[src/sv/sha_pkg.sv]
// Package for the SHA-256 stream hasher: constants, types and a rotate function.
// No dependencies.
package sha_pkg;

  localparam int QueueDepth = 4;

  localparam logic [31:0] INIT_HASH [8] = '{
    32'h6a09e667, 32'hbb67ae85, 32'h3c6ef372, 32'ha54ff53a,
    32'h510e527f, 32'h9b05688c, 32'h1f83d9ab, 32'h5be0cd19};

  localparam logic [31:0] ROUND_K [64] = '{
    32'h428a2f98, 32'h71374491, 32'hb5c0fbcf, 32'he9b5dba5,
    32'h3956c25b, 32'h59f111f1, 32'h923f82a4, 32'hab1c5ed5,
    32'hd807aa98, 32'h12835b01, 32'h243185be, 32'h550c7dc3,
    32'h72be5d74, 32'h80deb1fe, 32'h9bdc06a7, 32'hc19bf174,
    32'he49b69c1, 32'hefbe4786, 32'h0fc19dc6, 32'h240ca1cc,
    32'h2de92c6f, 32'h4a7484aa, 32'h5cb0a9dc, 32'h76f988da,
    32'h983e5152, 32'ha831c66d, 32'hb00327c8, 32'hbf597fc7,
    32'hc6e00bf3, 32'hd5a79147, 32'h06ca6351, 32'h14292967,
    32'h27b70a85, 32'h2e1b2138, 32'h4d2c6dfc, 32'h53380d13,
    32'h650a7354, 32'h766a0abb, 32'h81c2c92e, 32'h92722c85,
    32'ha2bfe8a1, 32'ha81a664b, 32'hc24b8b70, 32'hc76c51a3,
    32'hd192e819, 32'hd6990624, 32'hf40e3585, 32'h106aa070,
    32'h19a4c116, 32'h1e376c08, 32'h2748774c, 32'h34b0bcb5,
    32'h391c0cb3, 32'h4ed8aa4a, 32'h5b9cca4f, 32'h682e6ff3,
    32'h748f82ee, 32'h78a5636f, 32'h84c87814, 32'h8cc70208,
    32'h90befffa, 32'ha4506ceb, 32'hbef9a3f7, 32'hc67178f2};

  localparam logic [7:0] PAD_BYTE = 8'h80;

  // One classified item as it travels from front to back.
  typedef struct packed {
    logic [7:0] data_byte;
    logic       has_byte;
    logic       is_last;
  } sha_item_t;

  typedef enum logic [2:0] {
    ST_LOAD, ST_ROUND, ST_FOLD, ST_PAD, ST_LEN, ST_EMIT
  } sha_state_t;

  function automatic logic [31:0] rotr(input logic [31:0] v, input int s);
    rotr = (v >> s) | (v << (32 - s));
  endfunction

endpackage

[src/sv/sha256_stream_hasher.sv]
// SHA-256 stream hasher, one message byte per input transfer, eight digest
// word transfers per message out. A byte that fills a block holds the round
// engine for a load, 64 rounds on one shared round unit and a fold; other
// bytes are only stored. The final item also runs the padding block, and a
// second block when the length needs one, then eight digest words are
// offered and the engine takes no new item until the eighth is transferred.
// A queue of Depth entries (four by default) sits between the front end and
// the round engine, so input keeps flowing during compression until it fills.
module sha256_stream_hasher import sha_pkg::*; #(
  parameter int Depth = QueueDepth
) (
  input  logic        clk,
  input  logic        rst,
  input  logic        push,
  output logic        full,
  input  logic [7:0]  data_byte,
  input  logic        is_last,
  input  logic        no_byte,
  output logic        empty,
  input  logic        pop,
  output logic [31:0] digest_word,
  output logic [2:0]  word_index,
  output logic        last_word
);
  logic      q_valid, q_take;
  sha_item_t q_item;

  sha_front #(.Depth(Depth)) u_front (
    .clk, .rst, .push, .full, .data_byte, .is_last, .no_byte,
    .q_valid, .q_item, .q_take
  );

  sha_back u_back (
    .clk, .rst, .q_valid, .q_item, .q_take,
    .empty, .pop, .digest_word, .word_index, .last_word
  );

`ifndef SYNTHESIS
  // The final digest word always carries index seven.
  assert property (@(posedge clk) disable iff (rst)
    (!empty && last_word) |-> (word_index == 3'd7))
    else $error("last_word without index seven");

  // After the last word is taken, no further result is offered next cycle.
  assert property (@(posedge clk) disable iff (rst)
    (!empty && pop && last_word) |=> empty)
    else $error("result after final digest word");

  // A waiting word that is not taken keeps its index.
  assert property (@(posedge clk) disable iff (rst)
    (!empty && !pop) |=> (empty || $stable(word_index)))
    else $error("digest index moved while stalled");
`endif
endmodule

[src/sv/sha_front.sv]
// Front end of the SHA-256 hasher: takes byte items, drops empty non-last ones,
// and queues the rest for the compression engine. Depends on sha_pkg.
module sha_front import sha_pkg::*; #(
  parameter int Depth = QueueDepth
) (
  input  logic      clk,
  input  logic      rst,
  input  logic      push,
  output logic      full,
  input  logic [7:0] data_byte,
  input  logic      is_last,
  input  logic      no_byte,
  output logic      q_valid,
  output sha_item_t q_item,
  input  logic      q_take
);
  localparam int AW = (Depth > 1) ? $clog2(Depth) : 1;

  sha_item_t       mem [Depth];
  logic [AW-1:0]   wr_ptr, rd_ptr;
  logic [AW:0]     count;
  logic            do_push, do_pop, keep;

  assign full    = (count == (AW+1)'(Depth));
  assign keep    = !no_byte || is_last;
  assign do_push = push && !full && keep;
  assign q_valid = (count != '0);
  assign do_pop  = q_take && q_valid;
  assign q_item  = mem[rd_ptr];

  // Store the classified item.
  always_ff @(posedge clk) begin
    if (do_push) begin
      mem[wr_ptr] <= '{data_byte: data_byte, has_byte: !no_byte, is_last: is_last};
    end
  end

  // Advance pointers and count.
  always_ff @(posedge clk) begin
    if (rst) begin
      wr_ptr <= '0;
      rd_ptr <= '0;
      count  <= '0;
    end else begin
      if (do_push) wr_ptr <= (wr_ptr == AW'(Depth - 1)) ? '0 : wr_ptr + 1'b1;
      if (do_pop)  rd_ptr <= (rd_ptr == AW'(Depth - 1)) ? '0 : rd_ptr + 1'b1;
      count <= count + (AW+1)'(do_push) - (AW+1)'(do_pop);
    end
  end
endmodule

[src/sv/sha_back.sv]
// Back end of the SHA-256 hasher: block buffer, schedule, one round per cycle,
// padding and digest output. Depends on sha_pkg.
module sha_back import sha_pkg::*; (
  input  logic        clk,
  input  logic        rst,
  input  logic        q_valid,
  input  sha_item_t   q_item,
  output logic        q_take,
  output logic        empty,
  input  logic        pop,
  output logic [31:0] digest_word,
  output logic [2:0]  word_index,
  output logic        last_word
);
  sha_state_t  state, state_next;
  logic [31:0] hv [8];
  logic [31:0] r  [8];
  logic [31:0] w  [16];
  logic [60:0] byte_count;
  logic [5:0]  rnd;
  logic        fin;       // last item of the message has been taken
  logic        padded;    // pad byte already placed for this message
  logic        len_fits;  // length goes into the current padded block
  logic [2:0]  out_idx;

  logic [5:0]  pos;
  logic [31:0] s0, s1, w_new, sig0, sig1, ch, maj, t1;
  logic        start_block;
  logic        full_block;
  logic        len_room;

  // Insert a byte into its lane; the first lane of a word clears the word.
  function automatic logic [31:0] put_byte(input logic [31:0] word, input logic [1:0] lane,
                                           input logic [7:0] b);
    logic [31:0] res;
    case (lane)
      2'd0:    res = {b, 24'd0};
      2'd1:    res = {word[31:24], b, word[15:0]};
      2'd2:    res = {word[31:16], b, word[7:0]};
      default: res = {word[31:8], b};
    endcase
    return res;
  endfunction

  assign pos      = byte_count[5:0];
  assign len_room = (pos < 6'd56);

  // Round datapath.
  always_comb begin
    s0    = rotr(w[1], 7) ^ rotr(w[1], 18) ^ (w[1] >> 3);
    s1    = rotr(w[14], 17) ^ rotr(w[14], 19) ^ (w[14] >> 10);
    w_new = w[0] + s0 + w[9] + s1;
    sig1  = rotr(r[4], 6) ^ rotr(r[4], 11) ^ rotr(r[4], 25);
    ch    = (r[4] & r[5]) ^ (~r[4] & r[6]);
    t1    = r[7] + sig1 + ch + ROUND_K[rnd] + w[0];
    sig0  = rotr(r[0], 2) ^ rotr(r[0], 13) ^ rotr(r[0], 22);
    maj   = (r[0] & r[1]) ^ (r[0] & r[2]) ^ (r[1] & r[2]);
  end

  assign q_take      = (state == ST_LOAD) && q_valid;
  assign empty       = (state != ST_EMIT);
  assign digest_word = hv[out_idx];
  assign word_index  = out_idx;
  assign last_word   = (out_idx == 3'd7);
  assign full_block  = q_item.has_byte && (pos == 6'd63);
  assign start_block = q_take && (full_block || q_item.is_last);

  // Next state.
  always_comb begin
    state_next = state;
    unique case (state)
      ST_LOAD:  if (start_block) state_next =
                  (q_item.is_last && !full_block) ? ST_PAD : ST_ROUND;
      ST_ROUND: if (rnd == 6'd63) state_next = ST_FOLD;
      ST_FOLD:  state_next = fin ? (padded ? (len_fits ? ST_EMIT : ST_LEN) : ST_PAD)
                                 : ST_LOAD;
      ST_PAD:   state_next = ST_ROUND;
      ST_LEN:   state_next = ST_ROUND;
      ST_EMIT:  if (pop && out_idx == 3'd7) state_next = ST_LOAD;
      default:  state_next = ST_LOAD;
    endcase
  end

  always_ff @(posedge clk) begin
    if (rst) state <= ST_LOAD;
    else     state <= state_next;
  end

  // Control and datapath registers.
  always_ff @(posedge clk) begin
    if (rst) begin
      byte_count <= '0;
      rnd        <= '0;
      fin        <= 1'b0;
      padded     <= 1'b0;
      len_fits   <= 1'b0;
      out_idx    <= '0;
      for (int i = 0; i < 8; i++) hv[i] <= INIT_HASH[i];
    end else begin
      unique case (state)
        ST_LOAD: if (q_take) begin
          if (q_item.has_byte) begin
            byte_count <= byte_count + 61'd1;
            w[pos[5:2]] <= put_byte(w[pos[5:2]], pos[1:0], q_item.data_byte);
          end
          fin    <= q_item.is_last;
          padded <= 1'b0;
          for (int i = 0; i < 8; i++) r[i] <= hv[i];
          rnd <= '0;
        end
        ST_PAD: begin
          // Append the pad byte, clear the rest and place the length if it fits.
          for (int i = 0; i < 16; i++) begin
            if (i == int'(pos[5:2])) w[i] <= put_byte(w[i], pos[1:0], PAD_BYTE);
            else if (i == 14 && len_room) w[i] <= byte_count[60:29];
            else if (i == 15 && len_room) w[i] <= {byte_count[28:0], 3'b000};
            else if (i > int'(pos[5:2])) w[i] <= '0;
          end
          len_fits <= len_room;
          padded   <= 1'b1;
          for (int i = 0; i < 8; i++) r[i] <= hv[i];
          rnd <= '0;
        end
        ST_LEN: begin
          for (int i = 0; i < 14; i++) w[i] <= '0;
          w[14] <= byte_count[60:29];
          w[15] <= {byte_count[28:0], 3'b000};
          for (int i = 0; i < 8; i++) r[i] <= hv[i];
          rnd <= '0;
          fin <= 1'b1;
          len_fits <= 1'b1;
        end
        ST_ROUND: begin
          for (int i = 0; i < 15; i++) w[i] <= w[i + 1];
          w[15] <= w_new;
          r[7] <= r[6]; r[6] <= r[5]; r[5] <= r[4];
          r[4] <= r[3] + t1;
          r[3] <= r[2]; r[2] <= r[1]; r[1] <= r[0];
          r[0] <= t1 + sig0 + maj;
          rnd  <= rnd + 6'd1;
        end
        ST_FOLD: begin
          for (int i = 0; i < 8; i++) hv[i] <= hv[i] + r[i];
          out_idx <= '0;
        end
        ST_EMIT: if (pop) begin
          out_idx <= out_idx + 3'd1;
          if (out_idx == 3'd7) begin
            byte_count <= '0;
            for (int i = 0; i < 8; i++) hv[i] <= INIT_HASH[i];
          end
        end
        default: ;
      endcase
    end
  end
endmodule

[config.mk]
export PLATFORM = sky130hd
export DESIGN_NAME = sha256_stream_hasher
export DESIGN_NICKNAME = d
export VERILOG_FILES = /design/src/sv/sha_pkg.sv /design/src/sv/sha256_stream_hasher.sv /design/src/sv/sha_front.sv /design/src/sv/sha_back.sv
export SDC_FILE = /design/constraint.sdc
export NUM_CORES = 2
export LEC_CHECK = 0
export BUFFER_PORTS_ARGS = -buffer_cell sky130_fd_sc_hd__buf_2
export CAP_MARGIN = 30
export CORE_MARGIN = 1.5
export CORE_UTILIZATION = 50
export CTS_BUF_LIST = sky130_fd_sc_hd__clkbuf_4 sky130_fd_sc_hd__clkbuf_8
export DETAILED_ROUTE_END_ITERATION = 10
export PLACE_DENSITY = 0.65
export SLEW_MARGIN = 0
export SYNTH_ARGS = -nofsm -noshare
export SYNTH_HDL_FRONTEND = slang
export SYNTH_SLANG_ARGS = --single-unit
[constraint.sdc]
create_clock -name clk -period 13.4 [get_ports clk]
set_input_delay 2.01 -clock clk [delete_from_list [all_inputs] [get_ports clk]]
set_output_delay 2.01 -clock clk [all_outputs]
set_load 0.005 [all_outputs]
=== Yosys cells after proc, flatten, opt, wreduce, memory -nomap -nowiden ===
Memory sizes are Yosys's and may differ from the RTL's. A register that Yosys moved wholly into a read port is not among the register bits.
Cells that the tools add are included.

* RAM bits: 1064
* Flip-flop bits (word level): 83
* Memories: 5
* Input port bits: 14
* ROM bits: 2048
* Output and inout bits: 38

* Multiplexer cells: 371
* $add $sub $neg: 25
* Magnitude comparators: 17
* Equal/unequal tests: 45
* Bitwise gates (word level): 117
* Reductions and logical operators: 35

{| class="wikitable"
|+ Memories
! name !! words !! bits a word !! rd ports !! clocked after Yosys merged registers in !! wr ports !! line !! source
|-
| (name not given) || 64 || 32 || 1 || 0 || 0 || sha_back.sv:55 || <nowiki>t1 = r[7] + sig1 + ch + ROUND_K[rnd] + w[0];</nowiki>
|-
| u_back.w || 16 || 32 || 16 || 0 || 16 || sha_back.sv:18 || <nowiki>logic [31:0] w [16];</nowiki>
|-
| u_back.hv || 8 || 32 || 9 || 1 || 8 || sha_back.sv:16 || <nowiki>logic [31:0] hv [8];</nowiki>
|-
| u_back.r || 8 || 32 || 8 || 0 || 8 || sha_back.sv:17 || <nowiki>logic [31:0] r [8];</nowiki>
|-
| u_front.mem || 4 || 10 || 1 || 1 || 1 || sha_front.sv:19 || <nowiki>sha_item_t mem [Depth];</nowiki>
|}

{| class="wikitable"
|+ Operator list
! cell !! number
|-
| 32-bit two-way mux || 144
|-
| 32-bit one-hot mux with 3 select lines || 17
|-
| 32-bit adder || 18
|-
| 32-bit XOR || 9
|-
| 61-bit two-way mux || 4
|-
| 1-bit two-way mux || 183
|-
| 32-bit AND || 5
|-
| 61-bit one-hot mux with 2 select lines || 1
|-
| 1-bit OR || 89
|-
| 61-bit by 1-bit adder with 61-bit output (second input constant) || 1
|-
| 4-bit equality test (first input constant) || 8
|-
| 4-bit > comparator (first input constant) || 8
|-
| 32-bit NOT || 1
|-
| 10-bit by 32-bit OR with 32-bit output || 1
|-
| 13-bit by 32-bit OR with 32-bit output || 1
|-
| 14-bit by 32-bit OR with 32-bit output || 1
|-
| 15-bit by 32-bit OR with 32-bit output || 1
|-
| 19-bit by 32-bit OR with 32-bit output || 1
|-
| 21-bit by 32-bit OR with 32-bit output || 1
|-
| 25-bit by 32-bit OR with 32-bit output || 1
|-
| 26-bit by 32-bit OR with 32-bit output || 1
|-
| 30-bit by 32-bit OR with 32-bit output || 1
|-
| 7-bit by 32-bit OR with 32-bit output || 1
|-
| 32-bit OR reduction || 1
|-
| other kinds (48) || 111
|}

=== Depth between registers and ports, before layout ===
An unclocked memory read counts as a cell.

* Depth after elaboration: 11
* Mapped depth: 41
* Depth with buffers taken out: 39

=== Modules after synthesis ===
From an unflattened synthesis, not the netlist that was laid out.

* Cells, all modules: 8582
* Area total of the unflattened synthesis: 77944.8 µm²

{| class="wikitable"
|+ By module, submodules not included
! module !! cells an instance !! times used !! area an instance (µm²) !! sequential area each (µm²)
|-
| sha_back || 8477 || 1 || 75994.1 || 28487.3
|-
| sha_front || 105 || 1 || 1950.6 || 1381.3
|}

=== Worst setup path after synthesis ===
OpenSTA, ideal clock, no wires.

* Kind: register -> register
* From: register u_back.rnd[0]
* To: memory u_back.r[0][31], data pin
* Clock period less this slack: 8.834 ns
* Buffers on the path: 2
* Slack: 4.566 ns
* Data arrival time: 8.568 ns
* Cell stages (with the launch flop): 40
* Cell sequence: dfxtp_1 > clkbuf_1 > clkinv_1 > ha_1 > clkbuf_1 > nand2_1 > nand2_1 > o21ai_0 > a211oi_1 > a21oi_1 > fa_1 > inv_1 > fa_1 > inv_1 > fa_1 > inv_1 > ha_1 > o21a_1 > [... 4 more ...] > a21oi_1 > nor2_1 > a21o_1 > a21o_1 > a21o_1 > xor2_1 > inv_1 > fa_1 > inv_1 > ha_1 > and3_1 > and3_1 > a221o_1 > a21o_1 > a221oi_1 > xnor2_1 > xnor2_1 > o21ai_1

{| class="wikitable"
|+ RTL lines
! item !! line !! source
|-
| from (decl) || sha_back.sv:20 || <nowiki>logic [5:0] rnd;</nowiki>
|-
| from (signal assigned) || sha_back.sv:140 || <nowiki>rnd <= rnd + 6'd1;</nowiki>
|-
| to (decl) || sha_back.sv:17 ||
|}

==> results.py <==
metrics = {
    "run_status": {
        "status": "completed",
    },
    "route": {
        "drtAntennaViolNets": 0,
        "wl_met3_mm": 26.0,
        "viasPerCell": 6.35,
        "topRoutingLayerUsed": "met5",
        "wire_per_inst_um": 27.9,
        "drc": 0,
        "met1Wirelength_mm": 113,
        "first_pass_iters": 6,
        "wl_mm": 298,
        "drt_iter0_drc": 7711,
        "dr_total_vias": 67800,
        "met2_length_mm": 133,
    },
    "synthesis": {
        "synth_edf_count": 680,
        "async_flop_share": 0,
        "ys_seq_area_frac": 0.385,
        "syn_area_um2": 77500,
        "synth_ff_type": "edfxtp_1",
        "ys_types": 98,
        "synth_top_area_frac": 0.263,
        "syn_inst": 8601,
        "ys_warn_count": 0,
        "ys_ff_latch": 1152,
        "syn-mean-instance-area_um2": 9.01,
        "synth_top_area_cell": "edfxtp_1",
        "yosys-top-cells-area": "edfxtp_1, dfxtp_1, ha_1",
        "synth_fp_nets": 9218,
    },
    "final_layout": {
        "drive_above_1_share": 0.0872,
        "nNetsFinal": 9073,
        "area_delta_synth_final_pct": 8.45,
        "final_cell_mix": "nand2_1, nor2_1, edfxtp_1",
        "layout_commonest_cell": "nand2_1",
    },
    "setup_path": {
        "critPathKind": "register to register",
        "crit_required_ns": 14.04,
        "rr_worst_depth": 37,
        "r2r_slack_ns": 3.25,
        "arrival_ns": 10.79,
        "r2r_start": "u_back.rnd[2]",
        "worst-path-max-fanout": 54,
        "crit_path_max_incr_delay_ns": 0.58,
        "critPathSlowestCell": "dfxtp_4",
        "r2r_end": "u_back.r[0][31]",
        "startpoint_type": "register",
        "crit_top_cell": "inv_1",
        "critPathCaptureType": "register",
    },
    "timing": {
        "period_share": 0.757,
        "period_minus_slack_ns": 10.15,
        "rsz0062_at_grt": "false",
        "max_freq_mhz": 98.6,
        "setup_tns_ns": 0,
        "slew_headroom": 0.296,
        "maxSlewViolCount": 0,
        "worst_clock_skew_ns": 0.0710,
        "setup_viol": 0,
        "timing_hold_violations_final": 0,
        "worstMarginPinSlew_ns": 1.05,
    },
    "place": {
        "place_congestion": 1.03,
        "numPortBuffers": 51,
        "hpwlAfterDp_mm": 221,
    },
    "grt": {
        "grt_pass1_wl_mm": 436,
        "antenna_found_initial": 13,
        "grt_start_max_net_pins": 181,
        "grt.total_usage": 0.372,
        "grt_overflow": 0,
        "grt_pass1_vias": 64600,
    },
    "floorplanning": {
        "num_rows": 144,
        "core_um2": 154000,
        "die_y_um": 397,
        "io-pin-count": 52,
        "dieArea_um2": 157000,
        "start_util": 0.503,
        "die_w_um": 397,
    },
    "clock_tree": {
        "cts_tree": "yes",
        "clk_pin_slew_ns": 0.06,
        "clk-insertion-delay-late_ns": 0.98,
        "post-cts-setup-buffers": 0,
        "ctsHoldBuffers": 0,
        "cts_buffer_depth": 3,
        "post_cts_resized": 0,
        "clockRootBuffer": "clkbuf_8",
        "htree_levels": 4,
        "cts.sinks": 1152,
        "cts_buffers": 203,
    },
    "worst_hold_path": {
        "min_from": "u_back.word_index[0]",
        "min_path_cells": 2,
        "worst_hold_path_type": "register to register",
    },
    "job": {
        "max-cap-violations": 0,
    },
}
[state kept, by name (all words and copies together), names as in the netlist, 2 cells and up, named ones only]
signal             count
u_back.byte_count     61
u_back.hv            256
u_back.r             256
u_back.rnd             6
u_back.state           3
u_back.w             512
u_back.word_index      3
u_front.count          3
u_front.mem           40
u_front.rd_ptr         2
u_front.wr_ptr         2
[cell families after synthesis]
family          Yosys count  share of synthesized area
xor+xnor                611                     0.0690
mux                     170                     0.0353
simple gates           2722                      0.151
buf+inv                 904                     0.0442
compound gates         2436                      0.199
fa+ha+maj               606                      0.117
flops                  1152                      0.385
[worst max-delay path, delay by kind of cell (launching register included)]
kind                       cells  cell delay, ns
buffers and inverters          7            1.30
DFF                            1            0.58
AOI/OAI and AO/OA             16            3.95
xor gates and xnor gates       3            0.59
adders and majority gates      6            2.64
and+or+nand+nor                5            0.75
[per-layer routing]
metal	GRT usage	vias to the layer above
met5	0	-
met4	0.263	10
met3	0.0723	845
met2	0.582	3382
met1	0.462	33100
li1	-	30500
[metrics by stage]
step,hold slack (ns),setup WS (ns),utilization,cell area [um2],std cells
6_report,0.482,3.25,0.546,84100,10700
5_1_grt,0.503,2.70,0.546,84100,10700
4_1_cts,0.468,3.44,0.545,84000,10700
3_5_place_dp,0.475,3.49,0.516,79600,10300
3_3_place_gp,0.464,3.41,0.515,79300,10300
2_1_floorplan,0.454,4.57,-,77500,8601
[worst max path at each step]
stage	from	end
global placement	u_back.rnd[2]	u_back.r[0][31]
finish	u_back.rnd[2]	u_back.r[0][31]
CTS	u_back.rnd[2]	u_back.r[0][31]
global route	u_back.rnd[2]	u_back.r[0][31]
floorplan	u_back.rnd[0]	u_back.r[0][31]
detailed placement	u_back.rnd[2]	u_back.r[0][31]
[layout make-up]
cell class / instances / area, um2
Tap cell: 2044 / 2560
Clock buffer: 298 / 3640
Fill cell: 14100 / 70000
Inverter: 366 / 1380
Antenna cell: 6 / 15.0
Clock inverter: 87 / 810
Multi-Input combinational cell: 6545 / 44400
Sequential cell: 1152 / 29900
Timing Repair Buffer: 188 / 1400
[cell usage after synthesis (81+ instances only)]
master and instances:
nand2_1 1327, nor2_1 712, edfxtp_1 680, o21ai_0 634
a21oi_1 592, dfxtp_1 472, clkbuf_1 446, ha_1 407
inv_1 362, xnor2_1 354, xor2_1 257, a22oi_1 219
a211oi_1 211, fa_1 196, a21o_1 179, nand3_1 172
nor3_1 109, o211ai_1 81
Power is not shown: default switching activity piles up to over one toggle a cycle in this logic, so the estimate is an artifact.
